File: config.mk
export PLATFORM = sky130hd
export DESIGN_NAME = tracking_wheel_odometry
export DESIGN_NICKNAME = d
export VERILOG_FILES = /design/src/two_pkg.sv /design/src/tracking_wheel_odometry.sv
export SDC_FILE = /design/constraint.sdc
export NUM_CORES = 2
export LEC_CHECK = 0
export ABC_CLOCK_PERIOD_IN_PS = 9050
export BUFFER_PORTS_ARGS = -buffer_cell sky130_fd_sc_hd__buf_2
export CAP_MARGIN = 20
export CORE_MARGIN = 10
export CORE_UTILIZATION = 60
export DETAILED_ROUTE_END_ITERATION = 10
export MAX_ROUTING_LAYER = met4
export PLACE_DENSITY = 0.79
export RECOVER_POWER = 100
export SKIP_LAST_GASP = 1
export SYNTH_ARGS = -nofsm -noshare
export SYNTH_HDL_FRONTEND = slang
export SYNTH_SLANG_ARGS = --single-unit
File: constraint.sdc
create_clock -name clk -period 9.05 [get_ports clk]
set_input_delay 2.2625 -clock clk [delete_from_list [all_inputs] [get_ports clk]]
set_output_delay 2.2625 -clock clk [all_outputs]
set_load 0.01 [all_outputs]
File: src/two_pkg.sv
// Package for the tracking wheel odometry block: states, register indexes, constants.
package two_pkg;

    typedef enum logic [3:0] {
        ST_IDLE,
        ST_MOD,
        ST_FOLD,
        ST_RAD,
        ST_RDIV,
        ST_SQ,
        ST_TDIV,
        ST_TMUL,
        ST_SINM,
        ST_TRIG,
        ST_DMUL,
        ST_RMUL,
        ST_SAT,
        ST_DONE
    } state_t;

    localparam int CFG_IDX_W = 2;
    localparam logic [CFG_IDX_W-1:0] REG_START_X     = 2'd0;
    localparam logic [CFG_IDX_W-1:0] REG_START_Y     = 2'd1;
    localparam logic [CFG_IDX_W-1:0] REG_WHEEL_SCALE = 2'd2;

    localparam logic [39:0] START_X_RESET = 40'd832768;
    localparam logic [39:0] START_Y_RESET = 40'd234240;
    localparam logic [31:0] SCALE_RESET   = 32'd26180241;

    // pi in Q32
    localparam logic [33:0] PI_Q32 = 34'd13493037705;
    localparam logic [32:0] ONE_Q32 = 33'h1_0000_0000;

    // heading reduction: u = h + 2^31, and 2^31 mod 36000 = 11648
    localparam logic [15:0] FULL_TURN   = 16'd36000;
    localparam logic [15:0] HEAD_OFFSET = 16'd11648;
    localparam logic [15:0] TURN_REST   = 16'd24352;
    localparam logic [15:0] QUARTER     = 16'd9000;
    localparam logic [15:0] HALF_TURN   = 16'd18000;
    localparam logic [15:0] THREE_QTR   = 16'd27000;
    localparam logic [15:0] OCTANT      = 16'd4500;
    localparam logic [15:0] RAD_DIV     = 16'd18000;
    localparam logic [47:0] RAD_ROUND   = 48'd9000;

    // serial unit lengths
    localparam int DIV_W = 48;
    localparam int MUL_B = 33;
    localparam int CNT_W = 6;

    // series term indexes: sine terms first, then cosine terms
    localparam logic [3:0] TERM_SIN_FIRST = 4'd0;
    localparam logic [3:0] TERM_SIN_LAST  = 4'd4;
    localparam logic [3:0] TERM_COS_FIRST = 4'd5;
    localparam logic [3:0] TERM_COS_LAST  = 4'd10;

    // divisor of r^2 for each series term
    function automatic logic [15:0] series_div(input logic [3:0] idx);
        logic [15:0] d;
        unique case (idx)
            4'd0:    d = 16'd110;
            4'd1:    d = 16'd72;
            4'd2:    d = 16'd42;
            4'd3:    d = 16'd20;
            4'd4:    d = 16'd6;
            4'd5:    d = 16'd132;
            4'd6:    d = 16'd90;
            4'd7:    d = 16'd56;
            4'd8:    d = 16'd30;
            4'd9:    d = 16'd12;
            default: d = 16'd2;
        endcase
        return d;
    endfunction

endpackage

File: src/tracking_wheel_odometry.sv
// Top level of the tracking wheel odometry block: bit-serial sequencer and datapath.
//
//  channel | direction | handshake              | words
//  cfg     | in        | cfg_we                 | cfg_index, cfg_data
//  in      | in        | in_valid / in_stall    | forward_count, side_count, gyro_heading
//  out     | out       | out_valid / out_stall  | x_out, y_out, heading_out
//
// The first word after reset goes straight to the output with the start position; every
// later word takes 18 products from one shared bit-serial multiplier and 13 quotients
// from one bit-serial constant divider.
// Reset clears the state; start_x and start_y load at the first word after reset.
// in_stall is high while a word is at work; a result waiting in the output register
// does not block the next word until that word is finished.
module tracking_wheel_odometry #(
    parameter int TRIG_FRACTION_BITS     = 16,
    parameter int POSITION_FRACTION_BITS = 8
) (
    input  logic                           clk,
    input  logic                           rst_n,
    input  logic                           cfg_we,
    input  logic [two_pkg::CFG_IDX_W-1:0]  cfg_index,
    input  logic [39:0]                    cfg_data,
    input  logic                           in_valid,
    output logic                           in_stall,
    input  logic signed [31:0]             forward_count,
    input  logic signed [31:0]             side_count,
    input  logic signed [31:0]             gyro_heading,
    output logic                           out_valid,
    input  logic                           out_stall,
    output logic signed [39:0]             x_out,
    output logic signed [39:0]             y_out,
    output logic signed [31:0]             heading_out
);
    import two_pkg::*;

    localparam int T   = TRIG_FRACTION_BITS;
    localparam int P   = POSITION_FRACTION_BITS;
    localparam int DW  = 32 + P;
    localparam int KU  = T + 1;
    localparam int KW  = T + 2;
    localparam int AW  = (DW + T + 3 > 68) ? DW + T + 3 : 68;
    localparam int SW  = ((DW > 40) ? DW : 40) + 3;
    localparam int DSH = 32 - P;

    localparam logic signed [SW-1:0] POS_MAX = SW'(40'sh7F_FFFF_FFFF);
    localparam logic signed [SW-1:0] POS_MIN = SW'(-(SW'(40'sh7F_FFFF_FFFF)) - 1);

    // state and datapath registers
    state_t                 state_reg, state_next;
    logic [CNT_W-1:0]       cnt_reg, cnt_next;
    logic [3:0]             idx_reg, idx_next;
    logic signed [AW-1:0]   mcand_reg, mcand_next;
    logic [MUL_B-1:0]       mpl_reg, mpl_next;
    logic signed [AW-1:0]   acc_reg, acc_next;
    logic [DIV_W-1:0]       dvd_reg, dvd_next;
    logic [15:0]            rem_reg, rem_next;
    logic [15:0]            dsr_reg, dsr_next;
    logic [39:0]            start_x_reg, start_x_next;
    logic [39:0]            start_y_reg, start_y_next;
    logic [31:0]            scale_reg, scale_next;
    logic [31:0]            last_fwd_reg, last_fwd_next;
    logic [31:0]            last_side_reg, last_side_next;
    logic [31:0]            held_reg, held_next;
    logic [31:0]            head_new_reg, head_new_next;
    logic                   primed_reg, primed_next;
    logic signed [31:0]     dfw_reg, dfw_next;
    logic signed [31:0]     dsw_reg, dsw_next;
    logic [1:0]             quad_reg, quad_next;
    logic                   swap_reg, swap_next;
    logic [31:0]            r_reg, r_next;
    logic [31:0]            r2_reg, r2_next;
    logic [32:0]            t_reg, t_next;
    logic [32:0]            sin_raw_reg, sin_raw_next;
    logic signed [KW-1:0]   s_reg, s_next;
    logic signed [KW-1:0]   c_reg, c_next;
    logic signed [DW-1:0]   df_reg, df_next;
    logic signed [DW-1:0]   ds_reg, ds_next;
    logic signed [SW-1:0]   ax_reg, ax_next;
    logic signed [SW-1:0]   ay_reg, ay_next;
    logic signed [39:0]     pos_x_reg, pos_x_next;
    logic signed [39:0]     pos_y_reg, pos_y_next;
    logic signed [39:0]     x_out_reg, x_out_next;
    logic signed [39:0]     y_out_reg, y_out_next;
    logic signed [31:0]     head_out_reg, head_out_next;
    logic                   out_valid_reg, out_valid_next;

    // serial unit step values
    logic signed [AW-1:0]   acc_step;
    logic [MUL_B-1:0]       mpl_step;
    logic [16:0]            rem2;
    logic                   div_ge;
    logic [15:0]            rem_step;
    logic [DIV_W-1:0]       dvd_step;
    logic                   mul_last;
    logic                   div_last;

    // fold and trig values
    logic [15:0]            fold_a;
    logic [1:0]             fold_q;
    logic [15:0]            fold_b;
    logic                   fold_swap;
    logic [15:0]            fold_bf;
    logic [KU-1:0]          sin_q;
    logic [KU-1:0]          cos_q;
    logic signed [KW-1:0]   s0;
    logic signed [KW-1:0]   c0;
    logic signed [DW-1:0]   dist_mm;
    logic                   in_take;
    logic                   out_free;

    // rotation term values
    logic signed [KW-1:0]   rot_k;
    logic signed [AW-1:0]   rot_prod;
    logic signed [SW-1:0]   rot_term;
    logic signed [KW-1:0]   next_k;
    logic signed [KW-1:0]   next_kabs;
    logic signed [DW-1:0]   next_d;

    function automatic logic [KU-1:0] to_trig(input logic [32:0] v);
        logic [33:0] sum;
        sum = {1'b0, v} + (34'd1 << (31 - T));
        return KU'(sum >> (32 - T));
    endfunction

    assign in_stall    = (state_reg != ST_IDLE);
    assign in_take     = in_valid && !in_stall;
    assign out_free    = !out_valid_reg || !out_stall;
    assign out_valid   = out_valid_reg;
    assign x_out       = x_out_reg;
    assign y_out       = y_out_reg;
    assign heading_out = head_out_reg;

    // shift-add multiplier step, multiplier MSB first
    assign acc_step = (acc_reg <<< 1) + (mpl_reg[MUL_B-1] ? mcand_reg : '0);
    assign mpl_step = mpl_reg << 1;
    assign mul_last = (cnt_reg == CNT_W'(MUL_B - 1));

    // restoring divider step by a constant divisor
    assign rem2     = {rem_reg, dvd_reg[DIV_W-1]};
    assign div_ge   = (rem2 >= {1'b0, dsr_reg});
    assign rem_step = div_ge ? 16'(rem2 - {1'b0, dsr_reg}) : rem2[15:0];
    assign dvd_step = {dvd_reg[DIV_W-2:0], div_ge};
    assign div_last = (cnt_reg == CNT_W'(DIV_W - 1));

    // heading to quadrant and folded octant angle
    always_comb
    begin
        fold_a = (rem_reg >= HEAD_OFFSET) ? rem_reg - HEAD_OFFSET : rem_reg + TURN_REST;
        priority if (fold_a >= THREE_QTR)
        begin
            fold_q = 2'd3;
            fold_b = fold_a - THREE_QTR;
        end
        else if (fold_a >= HALF_TURN)
        begin
            fold_q = 2'd2;
            fold_b = fold_a - HALF_TURN;
        end
        else if (fold_a >= QUARTER)
        begin
            fold_q = 2'd1;
            fold_b = fold_a - QUARTER;
        end
        else
        begin
            fold_q = 2'd0;
            fold_b = fold_a;
        end
        fold_swap = (fold_b > OCTANT);
        fold_bf   = fold_swap ? QUARTER - fold_b : fold_b;
    end

    // octant results to signed sine and cosine
    always_comb
    begin
        sin_q = to_trig(swap_reg ? t_reg : sin_raw_reg);
        cos_q = to_trig(swap_reg ? sin_raw_reg : t_reg);
        s0    = $signed({1'b0, sin_q});
        c0    = $signed({1'b0, cos_q});
    end

    // distance and rotation term from the finished product
    always_comb
    begin
        dist_mm  = DW'(acc_step >>> DSH);
        rot_k    = (idx_reg == 4'd0 || idx_reg == 4'd2) ? c_reg : s_reg;
        rot_prod = rot_k[KW-1] ? -acc_step : acc_step;
        rot_term = SW'(rot_prod >>> T);
        next_k    = (idx_reg == 4'd0 || idx_reg == 4'd2) ? s_reg : c_reg;
        next_kabs = next_k[KW-1] ? -next_k : next_k;
        next_d    = (idx_reg == 4'd0 || idx_reg == 4'd1) ? df_reg : ds_reg;
    end

    // sequencer
    always_comb
    begin
        state_next     = state_reg;
        cnt_next       = cnt_reg + CNT_W'(1);
        idx_next       = idx_reg;
        mcand_next     = mcand_reg;
        mpl_next       = mpl_reg;
        acc_next       = acc_reg;
        dvd_next       = dvd_reg;
        rem_next       = rem_reg;
        dsr_next       = dsr_reg;
        start_x_next   = start_x_reg;
        start_y_next   = start_y_reg;
        scale_next     = scale_reg;
        last_fwd_next  = last_fwd_reg;
        last_side_next = last_side_reg;
        held_next      = held_reg;
        head_new_next  = head_new_reg;
        primed_next    = primed_reg;
        dfw_next       = dfw_reg;
        dsw_next       = dsw_reg;
        quad_next      = quad_reg;
        swap_next      = swap_reg;
        r_next         = r_reg;
        r2_next        = r2_reg;
        t_next         = t_reg;
        sin_raw_next   = sin_raw_reg;
        s_next         = s_reg;
        c_next         = c_reg;
        df_next        = df_reg;
        ds_next        = ds_reg;
        ax_next        = ax_reg;
        ay_next        = ay_reg;
        pos_x_next     = pos_x_reg;
        pos_y_next     = pos_y_reg;
        x_out_next     = x_out_reg;
        y_out_next     = y_out_reg;
        head_out_next  = head_out_reg;
        out_valid_next = out_valid_reg && out_stall;

        // config writes
        if (cfg_we)
        begin
            unique case (cfg_index)
                REG_START_X:     start_x_next = cfg_data;
                REG_START_Y:     start_y_next = cfg_data;
                REG_WHEEL_SCALE: scale_next   = cfg_data[31:0];
                default:         ;
            endcase
        end

        // serial units advance in their states
        if (state_reg == ST_RAD || state_reg == ST_SQ || state_reg == ST_TMUL ||
            state_reg == ST_SINM || state_reg == ST_DMUL || state_reg == ST_RMUL)
        begin
            acc_next = acc_step;
            mpl_next = mpl_step;
        end
        if (state_reg == ST_MOD || state_reg == ST_RDIV || state_reg == ST_TDIV)
        begin
            rem_next = rem_step;
            dvd_next = dvd_step;
        end

        unique case (state_reg)
            ST_IDLE:
            begin
                cnt_next = '0;
                if (in_take)
                begin
                    last_fwd_next  = forward_count;
                    last_side_next = side_count;
                    head_new_next  = gyro_heading;
                    dfw_next       = $signed(last_fwd_reg - forward_count);
                    dsw_next       = $signed(side_count - last_side_reg);
                    if (!primed_reg)
                    begin
                        primed_next = 1'b1;
                        pos_x_next  = $signed(start_x_reg);
                        pos_y_next  = $signed(start_y_reg);
                        state_next  = ST_DONE;
                    end
                    else
                    begin
                        dvd_next   = {16'd0, held_reg ^ 32'h8000_0000};
                        rem_next   = '0;
                        dsr_next   = FULL_TURN;
                        state_next = ST_MOD;
                    end
                end
            end
            ST_MOD:
            begin
                if (div_last)
                    state_next = ST_FOLD;
            end
            ST_FOLD:
            begin
                quad_next  = fold_q;
                swap_next  = fold_swap;
                mcand_next = AW'(PI_Q32);
                mpl_next   = MUL_B'(fold_bf);
                acc_next   = '0;
                cnt_next   = '0;
                state_next = ST_RAD;
            end
            ST_RAD:
            begin
                if (mul_last)
                begin
                    dvd_next   = acc_step[DIV_W-1:0] + RAD_ROUND;
                    rem_next   = '0;
                    dsr_next   = RAD_DIV;
                    cnt_next   = '0;
                    state_next = ST_RDIV;
                end
            end
            ST_RDIV:
            begin
                if (div_last)
                begin
                    r_next     = dvd_step[31:0];
                    mcand_next = AW'(dvd_step[31:0]);
                    mpl_next   = MUL_B'(dvd_step[31:0]);
                    acc_next   = '0;
                    cnt_next   = '0;
                    state_next = ST_SQ;
                end
            end
            ST_SQ:
            begin
                if (mul_last)
                begin
                    r2_next    = acc_step[63:32];
                    dvd_next   = {16'd0, acc_step[63:32]};
                    rem_next   = '0;
                    dsr_next   = series_div(TERM_SIN_FIRST);
                    idx_next   = TERM_SIN_FIRST;
                    cnt_next   = '0;
                    state_next = ST_TDIV;
                end
            end
            ST_TDIV:
            begin
                if (div_last)
                begin
                    cnt_next = '0;
                    if (idx_reg == TERM_SIN_FIRST || idx_reg == TERM_COS_FIRST)
                    begin
                        // first term: t = 1 - r^2/d
                        t_next     = ONE_Q32 - {1'b0, dvd_step[31:0]};
                        idx_next   = idx_reg + 4'd1;
                        dvd_next   = {16'd0, r2_reg};
                        rem_next   = '0;
                        dsr_next   = series_div(idx_reg + 4'd1);
                        state_next = ST_TDIV;
                    end
                    else
                    begin
                        mcand_next = AW'(dvd_step[31:0]);
                        mpl_next   = t_reg;
                        acc_next   = '0;
                        state_next = ST_TMUL;
                    end
                end
            end
            ST_TMUL:
            begin
                if (mul_last)
                begin
                    t_next   = ONE_Q32 - {1'b0, acc_step[63:32]};
                    cnt_next = '0;
                    priority if (idx_reg == TERM_SIN_LAST)
                    begin
                        mcand_next = AW'(r_reg);
                        mpl_next   = ONE_Q32 - {1'b0, acc_step[63:32]};
                        acc_next   = '0;
                        state_next = ST_SINM;
                    end
                    else if (idx_reg == TERM_COS_LAST)
                    begin
                        state_next = ST_TRIG;
                    end
                    else
                    begin
                        idx_next   = idx_reg + 4'd1;
                        dvd_next   = {16'd0, r2_reg};
                        rem_next   = '0;
                        dsr_next   = series_div(idx_reg + 4'd1);
                        state_next = ST_TDIV;
                    end
                end
            end
            ST_SINM:
            begin
                if (mul_last)
                begin
                    sin_raw_next = {1'b0, acc_step[63:32]};
                    idx_next     = TERM_COS_FIRST;
                    dvd_next     = {16'd0, r2_reg};
                    rem_next     = '0;
                    dsr_next     = series_div(TERM_COS_FIRST);
                    cnt_next     = '0;
                    state_next   = ST_TDIV;
                end
            end
            ST_TRIG:
            begin
                unique case (quad_reg)
                    2'd0:
                    begin
                        s_next = s0;
                        c_next = c0;
                    end
                    2'd1:
                    begin
                        s_next = c0;
                        c_next = -s0;
                    end
                    2'd2:
                    begin
                        s_next = -s0;
                        c_next = -c0;
                    end
                    default:
                    begin
                        s_next = -c0;
                        c_next = s0;
                    end
                endcase
                mcand_next = AW'(dfw_reg);
                mpl_next   = MUL_B'(scale_reg);
                acc_next   = '0;
                cnt_next   = '0;
                idx_next   = 4'd0;
                state_next = ST_DMUL;
            end
            ST_DMUL:
            begin
                if (mul_last)
                begin
                    acc_next = '0;
                    cnt_next = '0;
                    if (idx_reg == 4'd0)
                    begin
                        df_next    = dist_mm;
                        mcand_next = AW'(dsw_reg);
                        mpl_next   = MUL_B'(scale_reg);
                        idx_next   = 4'd1;
                    end
                    else
                    begin
                        // first rotation term: ds * cos
                        ds_next    = dist_mm;
                        ax_next    = SW'(pos_x_reg);
                        ay_next    = SW'(pos_y_reg);
                        mcand_next = AW'(dist_mm);
                        mpl_next   = MUL_B'($unsigned(c_reg[KW-1] ? -c_reg : c_reg));
                        idx_next   = 4'd0;
                        state_next = ST_RMUL;
                    end
                end
            end
            ST_RMUL:
            begin
                if (mul_last)
                begin
                    acc_next = '0;
                    cnt_next = '0;
                    unique case (idx_reg[1:0])
                        2'd0:    ay_next = ay_reg - rot_term;
                        2'd1:    ay_next = ay_reg - rot_term;
                        2'd2:    ax_next = ax_reg + rot_term;
                        default: ax_next = ax_reg - rot_term;
                    endcase
                    if (idx_reg == 4'd3)
                    begin
                        state_next = ST_SAT;
                    end
                    else
                    begin
                        mcand_next = AW'(next_d);
                        mpl_next   = MUL_B'($unsigned(next_kabs));
                        idx_next   = idx_reg + 4'd1;
                    end
                end
            end
            ST_SAT:
            begin
                priority if (ax_reg > POS_MAX)
                    pos_x_next = 40'sh7F_FFFF_FFFF;
                else if (ax_reg < POS_MIN)
                    pos_x_next = -40'sh7F_FFFF_FFFF - 40'sd1;
                else
                    pos_x_next = 40'(ax_reg);
                priority if (ay_reg > POS_MAX)
                    pos_y_next = 40'sh7F_FFFF_FFFF;
                else if (ay_reg < POS_MIN)
                    pos_y_next = -40'sh7F_FFFF_FFFF - 40'sd1;
                else
                    pos_y_next = 40'(ay_reg);
                state_next = ST_DONE;
            end
            ST_DONE:
            begin
                if (out_free)
                begin
                    x_out_next     = pos_x_reg;
                    y_out_next     = pos_y_reg;
                    head_out_next  = $signed(head_new_reg);
                    held_next      = head_new_reg;
                    out_valid_next = 1'b1;
                    state_next     = ST_IDLE;
                end
            end
            default:
            begin
                state_next = ST_IDLE;
            end
        endcase
    end

    // control registers
    always_ff @(posedge clk or negedge rst_n)
    begin
        if (!rst_n)
        begin
            state_reg     <= ST_IDLE;
            cnt_reg       <= '0;
            idx_reg       <= '0;
            start_x_reg   <= START_X_RESET;
            start_y_reg   <= START_Y_RESET;
            scale_reg     <= SCALE_RESET;
            last_fwd_reg  <= '0;
            last_side_reg <= '0;
            held_reg      <= '0;
            primed_reg    <= 1'b0;
            pos_x_reg     <= '0;
            pos_y_reg     <= '0;
            out_valid_reg <= 1'b0;
        end
        else
        begin
            state_reg     <= state_next;
            cnt_reg       <= cnt_next;
            idx_reg       <= idx_next;
            start_x_reg   <= start_x_next;
            start_y_reg   <= start_y_next;
            scale_reg     <= scale_next;
            last_fwd_reg  <= last_fwd_next;
            last_side_reg <= last_side_next;
            held_reg      <= held_next;
            primed_reg    <= primed_next;
            pos_x_reg     <= pos_x_next;
            pos_y_reg     <= pos_y_next;
            out_valid_reg <= out_valid_next;
        end
    end

    // payload registers
    always_ff @(posedge clk)
    begin
        mcand_reg    <= mcand_next;
        mpl_reg      <= mpl_next;
        acc_reg      <= acc_next;
        dvd_reg      <= dvd_next;
        rem_reg      <= rem_next;
        dsr_reg      <= dsr_next;
        head_new_reg <= head_new_next;
        dfw_reg      <= dfw_next;
        dsw_reg      <= dsw_next;
        quad_reg     <= quad_next;
        swap_reg     <= swap_next;
        r_reg        <= r_next;
        r2_reg       <= r2_next;
        t_reg        <= t_next;
        sin_raw_reg  <= sin_raw_next;
        s_reg        <= s_next;
        c_reg        <= c_next;
        df_reg       <= df_next;
        ds_reg       <= ds_next;
        ax_reg       <= ax_next;
        ay_reg       <= ay_next;
        x_out_reg    <= x_out_next;
        y_out_reg    <= y_out_next;
        head_out_reg <= head_out_next;
    end

`ifndef ASSERT_OFF
    // once primed, stays primed until reset
    a_primed_holds: assert property (@(posedge clk) disable iff (!rst_n)
        primed_reg |=> primed_reg)
        else $error("primed flag dropped");

    // a new result word only comes out of the done state
    a_out_from_done: assert property (@(posedge clk) disable iff (!rst_n)
        $rose(out_valid_reg) |-> $past(state_reg == ST_DONE))
        else $error("result word loaded outside done state");

    // step counter never runs past the divider length while dividing
    a_cnt_div_range: assert property (@(posedge clk) disable iff (!rst_n)
        (state_reg == ST_MOD || state_reg == ST_RDIV || state_reg == ST_TDIV)
            |-> cnt_reg <= CNT_W'(DIV_W - 1))
        else $error("divider counter out of range");

    // step counter never runs past the multiplier length while multiplying
    a_cnt_mul_range: assert property (@(posedge clk) disable iff (!rst_n)
        (state_reg == ST_RAD || state_reg == ST_SQ || state_reg == ST_TMUL ||
         state_reg == ST_SINM || state_reg == ST_DMUL || state_reg == ST_RMUL)
            |-> cnt_reg <= CNT_W'(MUL_B - 1))
        else $error("multiplier counter out of range");

    // divider never runs with a zero divisor
    a_dsr_nonzero: assert property (@(posedge clk) disable iff (!rst_n)
        (state_reg == ST_MOD || state_reg == ST_RDIV || state_reg == ST_TDIV)
            |-> dsr_reg != 16'd0)
        else $error("divider running with zero divisor");
`endif

endmodule
==> impl_results.md <==
* Hold Slack at 0.4435 ns
* Period utilization at 96.40%
* Die area at 0.1209 mm²
* Area of the multi-input gates at 0.03437 mm²
* Ys flop type: edfxtp_1
* RSZ-0062 raised after global routing: true
* First-pass GRT wire length at 338300 µm
* Core area at 0.1069 mm²
* Final setup violation count at 0
* Arr. time, crit path at 9.35 ns
* Crit path time final at 8.724 ns
* R2r worst-path depth at 30
* Final WL at 228500 µm
* Drt via density at 6.681
* Crit-path leading delay family: compound AO/OA/AOI/OAI gates
* Share of cells above drive strength 1 at 11.13%
* DP HPWL at 167600 µm
* Slew Viols, Final at 1804
* Max Cap Viol at 40
* Synth unique cells at 119
* Yosys warns at 0
* Port buffer count at 256
* Hold Crit Start: head_new_reg[25]$_DFFE_PP_
* Largest net degree at the start of global routing at 121
* CP Launch Type: flop
* GP Congestion at 1.049
* H-tree Lvls at 3
* Number of flip-flops in the largest register at 63
* Post-synth EDFFs at 577
* Crit. path cell count at 30
* Worst Path Required at 9.67 ns
* Die width at 347.7 µm
* Final core utilization at 66.94%
* Clock sink count at 1041
* Synth async-reset ratio at 29.20%
* Root buffer cell: clkbuf_16
* Gr usage total at 37.50%
* Sequential standard cell area at 0.02817 mm²
* Critical Path Max Stage Delay at 1.05 ns
* Finished Layout Cells at 8568
* Clock Skews at 0.06056 ns
* CTS Buffer Depth at 3
* Worst slew pin tran at 4.832 ns
* Inst Count DP at 8345
* Final #Nets at 7463
* Post-synthesis sequential area ratio at 43.73%
* Commonest non-fill, non-tap cell in the layout: nand2_1
* Worst relative slew slack at -222.1%
* Count of state elements after synthesis at 1041
* Sum Neg Setup Slack at 0 ns
* Failing checks: design-rule violations, max-capacitance violations, max-slew violations
* Clk slew on worst S/H paths at 0.06 ns
* Crit path max fanout at 25
* DRT Pass-1 Iters at 11
* Initial Utilization at 60.26%
* WL per Instance at 26.67 µm
* CP startpoint: mpl_reg[32]$_DFF_P_
* Bufs and invs on worst path at 4
* Syn Area/Cell at 9.424 µm²
* Vias in the first global route at 53580
* Critical path class: flop to flop
* Area growth syn-to-layout at 11.09%
* Commonest non-fill, non-tap cells in the layout: 894 x nand2_1, 577 x edfxtp_1, 550 x o21ai_0, 524 x a21oi_1, 489 x nor2_1
* Mapped Nets at 7241
* DR vias at 57240
* DRC viols at 1
* Fmax at 114.6 MHz
* Die Y at 347.7 µm
* Grt ovf at 0
* Worst Hold Path Cells at 0
* Clock Latency Late Sink at 0.77 ns
* Initial antenna violation count at 10
* Worst hold path class: flop to flop
* DR iter-0 viols at 7402
* Final hold vios at 0
* Status: finished with violations
* Antenna-violating nets left at 0
* Hold buffers post-CTS at 0
* Fill cell count at 8591
* Gate Count Post-Synth at 6835
* Startpoint of the worst-slack reg-to-reg timing path: mpl_reg[32]$_DFF_P_
* CTS tree: yes
* Synth Cell Area at 0.06442 mm²
* CP max stage cell: clkbuf_1
* Crit path capture type: flop
* # IOs at 257
* Cts bufs inserted at 110
* Cell Rows at 120
final timing paths:
path | slack, ns | endpoint
min in group asynchronous | 3.26 | pos_y_reg[2]$_DFFE_PN0P_
max | 0.33 | ax_reg[42]$_DFFE_PP_
max in group asynchronous | 1.12 | last_side_reg[25]$_DFFE_PN0P_
min reg2reg | 0.44 | heading_out[25]$_DFFE_PP_
max reg2reg | 0.33 | ax_reg[42]$_DFFE_PP_
min | 0.44 | heading_out[25]$_DFFE_PP_
area by class of cell:
class	instances	area share, %
diodes	10	0.03497
clock buffers	149	4.235
clock inverters	61	1.026
inverters	203	1.068
multi-input cells	5204	48.03
flip-flops and latches	1041	39.37
well taps	1403	2.453
repair buffers	497	3.784
metrics by stage:
step                setup WS [ns]  cell area [µm²]
floorplan                  0.7576            64420
global placement          0.01160            68090
detailed placement       -0.07237            68090
CTS                        0.1192            71870
global route              -0.1182            71560
finish                     0.3260            71560
cell usage after synthesis, drive strengths merged (23+ instances only):
library cell | number | area share, %
nor2 | 502 | 2.9
xnor2 | 309 | 4.3
o21a | 31 | 0.36
dfstp | 27 | 1.1
a211oi | 86 | 1.0
a21o | 177 | 2.1
o21ai | 572 | 4.5
xor2 | 162 | 2.2
nand3 | 154 | 1.2
nand2b | 69 | 0.67
and2 | 73 | 0.71
nor3 | 127 | 1.0
ha | 257 | 5.0
a21oi | 533 | 4.2
nor4 | 34 | 0.49
mux2i | 198 | 3.1
o21bai | 27 | 0.31
and3 | 53 | 0.52
nand4 | 55 | 0.57
nand2 | 895 | 5.2
dfxtp | 160 | 5.0
a22oi | 26 | 0.30
inv | 199 | 1.2
dfrtp | 277 | 11
a222oi | 36 | 0.56
a221oi | 69 | 0.97
o31ai | 38 | 0.44
a31oi | 62 | 0.63
a221o | 23 | 0.36
o221ai | 51 | 0.69
buf | 70 | 0.49
o22ai | 29 | 0.28
mux2 | 138 | 2.4
nor2b | 34 | 0.33
or3 | 39 | 0.38
clkbuf | 317 | 1.8
edfxtp | 577 | 27
o211ai | 42 | 0.50
repair_timing:
item	4_1_cts	5_1_grt
pin swaps	0	8
setup endpoints to repair	2	12
setup buffers	0	3
gates resized for setup	2	31
worst reg2reg max path: cells and delay by family (launching register included):
family / cells / cell delay, ns
compound gates: 11 / 2.45
fa+ha+maj: 2 / 0.77
buf+inv: 4 / 1.60
simple gates: 10 / 2.25
xor+xnor: 3 / 1.19
flops: 1 / 0.31
kinds of logic (layout without fill, tap and decap cells):
family                   count (synthesis)  after routing  synth area share, %
buffers and inverters                  590            910                3.516
AND/OR/NAND/NOR                       2137           2137                15.39
multiplexers                           350            350                5.979
AO/OA/AOI/OAI                         1982           1982                19.68
XOR/XNOR                               472            472                6.528
adder cells (fa/ha/maj)                263            263                5.178
other                                    0             10                    0
flip-flops                            1041           1041                43.73
per-layer routing:
layer  vias to the layer above  global-route usage, %  share of wire, %
met1                     27440                  47.56                39
met2                      3452                  55.72                44
met3                       790                  7.739                11
met5                         -                      -                 0
met4                         0                  21.37               7.0
li1                      25560                      -                 -
Power is left out: the tool's default activity adds up to more than one toggle a clock period on the data nets, which glitch-free logic cannot reach.
